<file path="config.mk">
export PLATFORM = sky130hd
export DESIGN_NAME = sliding_window_extremum_detector_unit
export DESIGN_NICKNAME = d
export VERILOG_FILES = /design/src/design/swed_pkg.sv /design/src/design/swed_front.sv /design/src/design/swed_queue.sv /design/src/design/swed_back.sv /design/src/design/sliding_window_extremum_detector_unit.sv
export VERILOG_INCLUDE_DIRS = /design/src /design/src/design
export SDC_FILE = /design/constraint.sdc
export NUM_CORES = 2
export LEC_CHECK = 0
export ABC_CLOCK_PERIOD_IN_PS = 11070
export BUFFER_PORTS_ARGS = -buffer_cell sky130_fd_sc_hd__buf_2
export CAP_MARGIN = 15
export CORE_MARGIN = 3
export CORE_UTILIZATION = 50
export DETAILED_ROUTE_END_ITERATION = 7
export PLACE_DENSITY = 0.72
export SLEW_MARGIN = 20
export SYNTH_ARGS = -nofsm -noshare
export SYNTH_HDL_FRONTEND = slang
export SYNTH_SLANG_ARGS = --single-unit
</file>
<file path="constraint.sdc">
create_clock -name clk -period 11.07 [get_ports clk]
set_clock_uncertainty 0.2 [all_clocks]
set_input_delay 2.214 -clock clk [delete_from_list [all_inputs] [get_ports clk]]
set_output_delay 2.214 -clock clk [all_outputs]
set_load 0.05 [all_outputs]
</file>
<file path="src/design/sliding_window_extremum_detector_unit_defines.svh">
// Assertion macros for the sliding-window extremum detector.
// Included by the top level; no other dependencies.
`ifndef SLIDING_WINDOW_EXTREMUM_DETECTOR_UNIT_DEFINES_SVH
`define SLIDING_WINDOW_EXTREMUM_DETECTOR_UNIT_DEFINES_SVH

`ifndef SYNTHESIS
// same-cycle implication, disabled during reset
`define SWED_ASSERT_IMPL(lbl, clk, rst_n, ante, cons) \
	lbl: assert property (@(posedge clk) disable iff (!(rst_n)) (ante) |-> (cons)) \
		else $error("swed: implication check failed");
// next-cycle implication, disabled during reset
`define SWED_ASSERT_NEXT(lbl, clk, rst_n, ante, cons) \
	lbl: assert property (@(posedge clk) disable iff (!(rst_n)) (ante) |=> (cons)) \
		else $error("swed: next-cycle check failed");
`else
`define SWED_ASSERT_IMPL(lbl, clk, rst_n, ante, cons)
`define SWED_ASSERT_NEXT(lbl, clk, rst_n, ante, cons)
`endif

`endif

</file>
<file path="src/design/swed_pkg.sv">
// Shared types and constants of the sliding-window extremum detector.
// No dependencies; used by every module of the block.
`default_nettype none

package swed_pkg;

	// result kinds
	typedef enum logic [1:0] {
		KIND_MAX  = 2'd0,
		KIND_MIN  = 2'd1,
		KIND_FLAT = 2'd2
	} swed_kind_t;

	// configuration register indexes
	localparam int REG_IDX_W = 1;
	localparam logic [REG_IDX_W-1:0] REG_THRESHOLD   = 1'b0;
	localparam logic [REG_IDX_W-1:0] REG_TIME_OFFSET = 1'b1;

	localparam int DATA_W   = 32;
	localparam int THRESH_W = 31;

	// result queue between front and back
	localparam int QUEUE_DEPTH = 4;
	localparam int QPTR_W      = $clog2(QUEUE_DEPTH);
	localparam int QCNT_W      = $clog2(QUEUE_DEPTH + 1);

	typedef struct packed {
		logic                 we;
		logic [REG_IDX_W-1:0] index;
		logic [DATA_W-1:0]    data;
	} swed_cfg_t;

	// value/extra: extremum -> sample, one-based center index
	//              flat     -> series minimum, series maximum
	typedef struct packed {
		swed_kind_t        kind;
		logic [DATA_W-1:0] value;
		logic [DATA_W-1:0] extra;
	} swed_entry_t;

	typedef struct packed {
		logic        push;
		swed_entry_t entry;
	} swed_push_t;

	typedef struct packed {
		logic              empty;
		logic [QCNT_W-1:0] count;
	} swed_qstat_t;

endpackage

`default_nettype wire

</file>
<file path="src/design/swed_front.sv">
// Front end: takes samples, keeps the window and series state, classifies
// the window center and pushes results into the queue. Uses swed_pkg.
`default_nettype none

module swed_front #(
	parameter int WINDOW = 7
) (
	input  logic                  clk,
	input  logic                  arst_n,
	input  swed_pkg::swed_cfg_t   cfg,
	input  logic                  sample_valid,
	output logic                  sample_stall,
	input  logic signed [31:0]    sample,
	input  logic                  last,
	input  swed_pkg::swed_qstat_t qstat,
	output swed_pkg::swed_push_t  push,
	output logic                  busy
);
	import swed_pkg::*;

	localparam int CENTER = (WINDOW - 1) / 2;
	localparam logic [DATA_W-1:0] POS_ADJ = DATA_W'(2 - WINDOW + CENTER);
	localparam logic [DATA_W-1:0] WIN_U   = DATA_W'(WINDOW);

	logic [THRESH_W-1:0]      thresh_q;
	logic signed [DATA_W-1:0] window_q [WINDOW];
	logic [DATA_W-1:0]        count_q;
	logic                     full_q;
	logic                     fresh_q;
	logic signed [DATA_W-1:0] min_q;
	logic signed [DATA_W-1:0] max_q;

	logic                     valid_s1;
	logic                     last_s1;
	logic                     full_s1;
	logic [DATA_W-1:0]        pos_s1;

	logic                     accept;
	logic [DATA_W-1:0]        count_inc;
	logic                     full_new;
	logic signed [DATA_W-1:0] base_min;
	logic signed [DATA_W-1:0] base_max;

	// one slot is needed for the item in s1 and one for the new item
	assign sample_stall = ((QCNT_W+1)'(qstat.count) + (QCNT_W+1)'(valid_s1))
		>= (QCNT_W+1)'(QUEUE_DEPTH);
	assign accept    = sample_valid && !sample_stall;
	assign busy      = valid_s1;
	assign count_inc = count_q + 1'b1;
	assign full_new  = full_q || (count_inc >= WIN_U);
	assign base_min  = fresh_q ? 32'sh7FFF_FFFF : min_q;
	assign base_max  = fresh_q ? 32'sh8000_0000 : max_q;

	always_ff @(posedge clk or negedge arst_n) begin
		if (!arst_n) begin
			thresh_q <= THRESH_W'(1);
			count_q  <= '0;
			full_q   <= 1'b0;
			fresh_q  <= 1'b1;
			valid_s1 <= 1'b0;
		end else begin
			if (cfg.we && cfg.index == REG_THRESHOLD) begin
				thresh_q <= cfg.data[THRESH_W-1:0];
			end
			valid_s1 <= accept;
			if (accept) begin
				count_q <= last ? '0 : count_inc;
				full_q  <= last ? 1'b0 : full_new;
				fresh_q <= last;
			end
		end
	end

	// window contents after end of series are don't-care: the count
	// restarts and every slot is refilled before the next evaluation
	always_ff @(posedge clk) begin
		if (accept) begin
			for (int i = 0; i < WINDOW - 1; i++) begin
				window_q[i] <= window_q[i+1];
			end
			window_q[WINDOW-1] <= sample;
			min_q   <= (sample < base_min) ? sample : base_min;
			max_q   <= (sample > base_max) ? sample : base_max;
			last_s1 <= last;
			full_s1 <= full_new;
			pos_s1  <= count_q + POS_ADJ;
		end
	end

	// s1: window_q and min/max still hold the state right after the item
	logic signed [DATA_W-1:0] ctr;
	logic signed [DATA_W:0]   thr_s;
	logic signed [DATA_W:0]   diff_hi;
	logic signed [DATA_W:0]   diff_lo;
	logic signed [DATA_W:0]   range;
	logic                     is_max;
	logic                     is_min;
	logic                     reach_hi;
	logic                     reach_lo;

	always_comb begin
		ctr      = window_q[CENTER];
		thr_s    = $signed({2'b00, thresh_q});
		is_max   = 1'b1;
		is_min   = 1'b1;
		reach_hi = 1'b0;
		reach_lo = 1'b0;
		diff_hi  = '0;
		diff_lo  = '0;
		for (int i = 1; i <= CENTER; i++) begin
			if (window_q[CENTER-i] >= ctr || window_q[CENTER+i] > ctr) is_max = 1'b0;
			if (window_q[CENTER-i] <= ctr || window_q[CENTER+i] < ctr) is_min = 1'b0;
		end
		// center minus window minimum reaches the threshold iff some
		// element lies at least threshold below the center
		for (int j = 0; j < WINDOW; j++) begin
			diff_hi = $signed({ctr[DATA_W-1], ctr})
				- $signed({window_q[j][DATA_W-1], window_q[j]});
			diff_lo = -diff_hi;
			if (diff_hi >= thr_s) reach_hi = 1'b1;
			if (diff_lo >= thr_s) reach_lo = 1'b1;
		end
		range = $signed({max_q[DATA_W-1], max_q}) - $signed({min_q[DATA_W-1], min_q});
	end

	always_comb begin
		push.push        = 1'b0;
		push.entry.kind  = KIND_MAX;
		push.entry.value = ctr;
		push.entry.extra = pos_s1;
		if (full_s1 && is_max && reach_hi) begin
			push.push = valid_s1;
		end else if (full_s1 && is_min && reach_lo) begin
			push.push       = valid_s1;
			push.entry.kind = KIND_MIN;
		end else if (last_s1 && range < thr_s) begin
			push.push        = valid_s1;
			push.entry.kind  = KIND_FLAT;
			push.entry.value = min_q;
			push.entry.extra = max_q;
		end
	end

endmodule

`default_nettype wire

</file>
<file path="src/design/swed_queue.sv">
// Short result queue that decouples the front end from the output stage.
// Uses swed_pkg for the entry type and depth.
`default_nettype none

module swed_queue (
	input  logic                  clk,
	input  logic                  arst_n,
	input  swed_pkg::swed_push_t  push,
	input  logic                  pop,
	output swed_pkg::swed_entry_t head,
	output swed_pkg::swed_qstat_t qstat
);
	import swed_pkg::*;

	swed_entry_t       entries_q [QUEUE_DEPTH];
	logic [QPTR_W-1:0] wr_ptr_q;
	logic [QPTR_W-1:0] rd_ptr_q;
	logic [QCNT_W-1:0] count_q;

	assign head        = entries_q[rd_ptr_q];
	assign qstat.count = count_q;
	assign qstat.empty = (count_q == '0);

	always_ff @(posedge clk or negedge arst_n) begin
		if (!arst_n) begin
			wr_ptr_q <= '0;
			rd_ptr_q <= '0;
			count_q  <= '0;
		end else begin
			if (push.push) wr_ptr_q <= wr_ptr_q + 1'b1;
			if (pop)       rd_ptr_q <= rd_ptr_q + 1'b1;
			if (push.push && !pop)      count_q <= count_q + 1'b1;
			else if (pop && !push.push) count_q <= count_q - 1'b1;
		end
	end

	always_ff @(posedge clk) begin
		if (push.push) entries_q[wr_ptr_q] <= push.entry;
	end

endmodule

`default_nettype wire

</file>
<file path="src/design/swed_back.sv">
// Back end: drains the queue, forms position and flat midpoint, and holds
// the result in the output register. Uses swed_pkg.
`default_nettype none

module swed_back (
	input  logic                  clk,
	input  logic                  arst_n,
	input  swed_pkg::swed_cfg_t   cfg,
	input  swed_pkg::swed_entry_t head,
	input  swed_pkg::swed_qstat_t qstat,
	output logic                  pop,
	output logic                  result_valid,
	input  logic                  result_stall,
	output logic [1:0]            kind,
	output logic signed [31:0]    value,
	output logic [31:0]           position
);
	import swed_pkg::*;

	logic [DATA_W-1:0]        offset_q;
	logic                     valid_q;
	swed_kind_t               kind_q;
	logic [DATA_W-1:0]        value_q;
	logic [DATA_W-1:0]        position_q;
	logic signed [DATA_W:0]   mid_sum;

	assign pop = !qstat.empty && (!valid_q || !result_stall);
	// arithmetic shift of the 33-bit sum rounds toward minus infinity
	assign mid_sum = $signed({head.value[DATA_W-1], head.value})
		+ $signed({head.extra[DATA_W-1], head.extra});

	always_ff @(posedge clk or negedge arst_n) begin
		if (!arst_n) begin
			offset_q <= '0;
			valid_q  <= 1'b0;
		end else begin
			if (cfg.we && cfg.index == REG_TIME_OFFSET) offset_q <= cfg.data;
			if (pop)               valid_q <= 1'b1;
			else if (!result_stall) valid_q <= 1'b0;
		end
	end

	always_ff @(posedge clk) begin
		if (pop) begin
			kind_q <= head.kind;
			if (head.kind == KIND_FLAT) begin
				value_q    <= mid_sum[DATA_W:1];
				position_q <= '0;
			end else begin
				value_q    <= head.value;
				position_q <= head.extra + offset_q;
			end
		end
	end

	assign result_valid = valid_q;
	assign kind         = kind_q;
	assign value        = value_q;
	assign position     = position_q;

endmodule

`default_nettype wire

</file>
<file path="src/design/sliding_window_extremum_detector_unit.sv">
// Sliding-window extremum detector, top level.
// Instantiates swed_front, swed_queue and swed_back; uses swed_pkg.
//
// Usage:
//   Samples (signed Q16.16) enter on sample/last with sample_valid and
//   sample_stall; a transfer happens when valid is high and stall is low.
//   Once WINDOW samples of a series are in, every sample completes a window
//   and the center is checked for a significant local maximum or minimum.
//   The sample flagged last may instead report the midpoint of a flat series.
//   At most one result per sample leaves on kind/value/position with
//   result_valid and result_stall.
//   Throughput: one sample per cycle while sample_stall is low, set by the
//   combinational window compare in the front end; results drain one per
//   cycle from the output register while result_stall is low.
//   The four-entry result queue absorbs receiver stalls; sample_stall rises
//   only when the queue plus the item under evaluation could fill it.
//   Configuration (cfg_we/cfg_index/cfg_data) is written while idle:
//   index 0 threshold (31 bits), index 1 time offset.
//   Reset (arst_n low) empties the queue, drops any held result, starts a
//   new series and loads threshold 1 and time offset 0.
`default_nettype none
`include "sliding_window_extremum_detector_unit_defines.svh"

module sliding_window_extremum_detector_unit #(
	parameter int WINDOW = 7
) (
	input  logic                 clk,
	input  logic                 arst_n,
	input  logic                 cfg_we,
	input  logic [0:0]           cfg_index,
	input  logic [31:0]          cfg_data,
	input  logic                 sample_valid,
	output logic                 sample_stall,
	input  logic signed [31:0]   sample,
	input  logic                 last,
	output logic                 result_valid,
	input  logic                 result_stall,
	output logic [1:0]           kind,
	output logic signed [31:0]   value,
	output logic [31:0]          position
);
	import swed_pkg::*;

	swed_cfg_t   cfg;
	swed_push_t  push;
	swed_entry_t head;
	swed_qstat_t qstat;
	logic        pop;
	logic        front_busy;

	// one config bundle feeds both halves; each picks its own register
	assign cfg.we    = cfg_we;
	assign cfg.index = cfg_index;
	assign cfg.data  = cfg_data;

	// front: window shift, series min/max, center classification
	swed_front #(
		.WINDOW(WINDOW)
	) u_front (
		.clk          (clk),
		.arst_n       (arst_n),
		.cfg          (cfg),
		.sample_valid (sample_valid),
		.sample_stall (sample_stall),
		.sample       (sample),
		.last         (last),
		.qstat        (qstat),
		.push         (push),
		.busy         (front_busy)
	);

	// decoupling queue
	swed_queue u_queue (
		.clk    (clk),
		.arst_n (arst_n),
		.push   (push),
		.pop    (pop),
		.head   (head),
		.qstat  (qstat)
	);

	// back: position offset, flat midpoint, output register
	swed_back u_back (
		.clk          (clk),
		.arst_n       (arst_n),
		.cfg          (cfg),
		.head         (head),
		.qstat        (qstat),
		.pop          (pop),
		.result_valid (result_valid),
		.result_stall (result_stall),
		.kind         (kind),
		.value        (value),
		.position     (position)
	);

	// the stall margin must keep the queue from overflowing
	`SWED_ASSERT_IMPL(a_no_overflow, clk, arst_n, push.push && !pop, qstat.count != QCNT_W'(QUEUE_DEPTH))
	// the output stage only drains a non-empty queue
	`SWED_ASSERT_IMPL(a_no_underflow, clk, arst_n, pop, !qstat.empty)
	// every transferred sample is evaluated in the following cycle
	`SWED_ASSERT_NEXT(a_eval_follows, clk, arst_n, sample_valid && !sample_stall, front_busy)
	// flat reports carry no position
	`SWED_ASSERT_IMPL(a_flat_pos, clk, arst_n, result_valid && kind == KIND_FLAT, position == '0)

endmodule

`default_nettype wire

</file>
==> flow_metrics.tcl <==
set metrics [dict create \
    run_status "finished clean" \
    dieHeight_um 352 \
    max_stage_delay_ns 0.77 \
    worstPathArrival_ns 10.16 \
    syn-mean-instance-area_um2 9.89 \
    timing.final.crit_share_pct 89.8 \
    number_of_antenna_violations_at_the_first_check_in_global_routing 8 \
    global_route_wire_length_before_repair_mm 291 \
    postRouteAntennaNets 0 \
    drv_slew 0 \
    effective_utilization_at_floorplan_pct 50.6 \
    multi_input_area_um2 35400 \
    crit_path_end_kind "flip-flop" \
    insertion_delay_ns 0.68 \
    floorplan.core_area_um2 119000 \
    synthesis.instances 6064 \
    clk_pin_slew_ns 0.06 \
    grt.total_usage_pct 30.8 \
    synthDistinctLibCells 101 \
    first_iter_violations 5496 \
    synth_simple_gate_area_share_pct 15.0 \
    synth-adder-area-share_pct 16.2 \
    vdd.ir_drop.worst_mv 0.213 \
    r2r.worst_path.cells 30 \
    finalNetCount 7040 \
    tritoncts "built" \
    synth-edff-count 652 \
    worst_ep_required_time_ns 11.28 \
    whs_path_depth 0 \
    syn2layout_area_growth_pct 9.23 \
    fin_setup_tns_ns 0 \
    worst-r2r-setup-slack_ns 1.12 \
    number_of_buffers_created_by_cts 83 \
    clock_h_tree_levels 3 \
    synth_mux_area_share_pct 5.37 \
    synth_area_um2 59900 \
    routabilityCongestion 1.01 \
    share_of_flip_flops_with_an_asynchronous_set_or_reset_after_synthesis_pct 14.0 \
    hold_path_startpoint "u_front.window_q[5][12]" \
    detail_route.vias_per_cell 6.33 \
    hold-path-endpoint "u_front.window_q[4][12]" \
    synth.largest_area_cell "sky130_fd_sc_hd__edfxtp_1" \
    rsz0062_at_grt "false" \
    filler_cell_count 10405 \
    cts.sinks 758 \
    p_leak_nw 26.9 \
    cp-start-kind "flip-flop" \
    regToRegEndpoint "u_queue.entries_q[1][47]" \
    wirelength_mm 197 \
    timing_worst_slew_pin_value_ns 1.17 \
    grt_start_max_net_pins 155 \
    post-dp-hpwl_mm 154 \
    critPathKind "flip-flop to flip-flop" \
    yosysWarningCount 0 \
    layout-drive-gt1-share_pct 9.62 \
    dominantRegCellSynth "sky130_fd_sc_hd__edfxtp_1" \
    timing.rr.start "u_front.window_q[3][0]" \
    clock.fmax_mhz 101 \
    number_of_global_route_vias_before_repair 46463 \
    dieArea_um2 124000 \
    ys_seq_elements 758 \
    synth_xor_area_share_pct 5.76 \
    die_extent_in_x_um 352 \
    post_cts.resized_instances 0 \
    seq_area_um2 22200 \
    cts_setup_buffers 0 \
    grt-ovfl-total 0 \
    syn_nets 6905 \
    clk_path_buf_depth 3 \
    area_fraction_of_the_dominant_cell_type_after_synthesis_pct 32.7 \
    place.port_buffers 138 \
    period_needed_ns 9.95 \
    powerDensity_nw_per_um2 323 \
    ctsRootBufferMaster "sky130_fd_sc_hd__clkbuf_16" \
    finalCoreUtilization_pct 55.2 \
    floorplan.io_pins 139 \
    normalized_max_slew_margin_pct 22.0 \
    wl_per_cell_um 25.1 \
    proportion_of_synthesized_chip_area_in_sequential_cells_pct 37.1 \
    min_path_type "flip-flop to flip-flop" \
    leading_cell_types_by_total_area_after_synthesis "sky130_fd_sc_hd__edfxtp_1, sky130_fd_sc_hd__ha_1, sky130_fd_sc_hd__dfrtp_1, sky130_fd_sc_hd__xnor2_1, sky130_fd_sc_hd__o21ai_0" \
    synth_compound_area_share_pct 16.6 \
    timing.final.setup_violations 0 \
    max_cap_violations 0 \
    cts_hold_buf 0 \
    synth_top_family_by_area "compound AO/OA/AOI/OAI gates" \
    fp-row-count 126 \
    drcViolationCount 0 \
    number_of_detailed_route_iterations_in_the_first_pass 6 \
    final-hold-violation-count 0 \
    vias 49837 \
    worst_path_max_delay_cell "sky130_fd_sc_hd__o311ai_1" \
    path_max_fanout 24 \
]
sequential cells by signal, summed over array words and instances (netlist names), 31 cells and up:
signal,count
u_front.thresh_q,31
u_queue.entries_q,264
u_front.pos_s1,32
u_front.min_q,32
u_front.window_q,224
u_front.count_q,32
u_back.offset_q,32
u_front.max_q,32
u_back.value,32
u_back.position,32
logic make-up after synthesis:
kind of cell             Yosys count
XOR/XNOR                         394
AO/OA/AOI/OAI                   1552
AND/OR/NAND/NOR                 1776
multiplexers                     208
flip-flops                       758
buffers and inverters            606
adder cells (fa/ha/maj)          770
critical path: cells and delay by family, from the launching register on:
| kind | cells | cell delay, ns |
|---|---|---|
| fa+ha+maj | 3 | 0.95 |
| flops | 1 | 0.53 |
| buf+inv | 3 | 0.77 |
| compound gates | 10 | 3.46 |
| simple gates | 12 | 3.24 |
| mux | 1 | 0.35 |
| xor+xnor | 1 | 0.15 |
layout by cell type, fill, tap and decap left out, drive strengths merged, types with 63 or more instances in the layout:
cell / count
mux2: 103
nand3: 138
nand4: 130
a21o: 195
mux4: 66
clkbuf: 101
and3: 63
nor2b: 88
nor2: 409
nand2: 396
inv: 438
dfrtp: 104
xnor2: 245
a21oi: 395
edfxtp: 652
buf: 223
o21a: 65
nor3: 146
nand2b: 96
xor2: 149
ha: 760
o21ai: 404
worst max path at each step:
stage                                 from                  endpoint  slack [ns]  cells past startpoint
floorplan                     sample_valid        u_front.count_q[8]        1.05                      6
CTS                 u_front.window_q[3][0]  u_queue.entries_q[2][52]        1.25                     30
finish              u_front.window_q[3][0]  u_queue.entries_q[1][47]        1.12                     30
global route        u_front.window_q[3][0]  u_queue.entries_q[1][33]        0.71                     30
global placement    u_front.window_q[3][0]  u_queue.entries_q[0][32]        1.45                     30
detailed placement  u_front.window_q[3][0]  u_queue.entries_q[0][50]        1.37                     30
cell usage after synthesis (96+ instances only):
library cell	number
sky130_fd_sc_hd__nand2_1	396
sky130_fd_sc_hd__xnor2_1	245
sky130_fd_sc_hd__nand4_1	130
sky130_fd_sc_hd__nor3_1	145
sky130_fd_sc_hd__o21ai_0	399
sky130_fd_sc_hd__edfxtp_1	652
sky130_fd_sc_hd__nand2b_1	96
sky130_fd_sc_hd__clkbuf_1	134
sky130_fd_sc_hd__dfrtp_1	104
sky130_fd_sc_hd__inv_1	433
sky130_fd_sc_hd__a21oi_1	395
sky130_fd_sc_hd__ha_1	760
sky130_fd_sc_hd__nor2_1	409
sky130_fd_sc_hd__nand3_1	137
sky130_fd_sc_hd__xor2_1	149
sky130_fd_sc_hd__a21o_1	195
through the flow:
step / std cells / area (µm²) / setup slack (ns) / power [W] / hold slack (ns)
2_1_floorplan: 6064 / 59900 / 1.05 / 0.0146 / 0.226
3_3_place_gp: 7713 / 62700 / 1.45 / 0.0177 / 0.230
3_5_place_dp: 7714 / 62700 / 1.37 / 0.0180 / 0.232
4_1_cts: 7865 / 65500 / 1.25 / 0.0209 / 0.242
5_1_grt: 7867 / 65500 / 0.705 / 0.0227 / 0.256
6_report: 7873 / 65500 / 1.12 / 0.0212 / 0.242
power by group:
part	total [W]	internal, W	switching (W)
Sequential	0.00481	0.00425	0.000566
Clock	0.00286	0.00163	0.00123
Combinational	0.0135	0.00524	0.00824
Total	0.0212	0.0111	0.0100
layer usage:
layer	GRT usage (%)	up-vias	routed length, µm
met4	11.5	0	8610
met2	47.0	2273	85700
met3	5.94	373	20700
li1	-	23005	-
met1	43.5	24186	82400
met5	0	-	0
layout make-up:
type                            instances  share of cell area, %
Tap cell                             1600                   3.06
Inverter                              433                   2.49
Clock buffer                          101                   3.32
Timing Repair Buffer                  223                   2.15
Clock inverter                         50                  0.932
Sequential cell                       758                   34.0
Antenna cell                            8                 0.0306
Multi-Input combinational cell       4700                   54.1
Power figures use the tool's default switching activity.
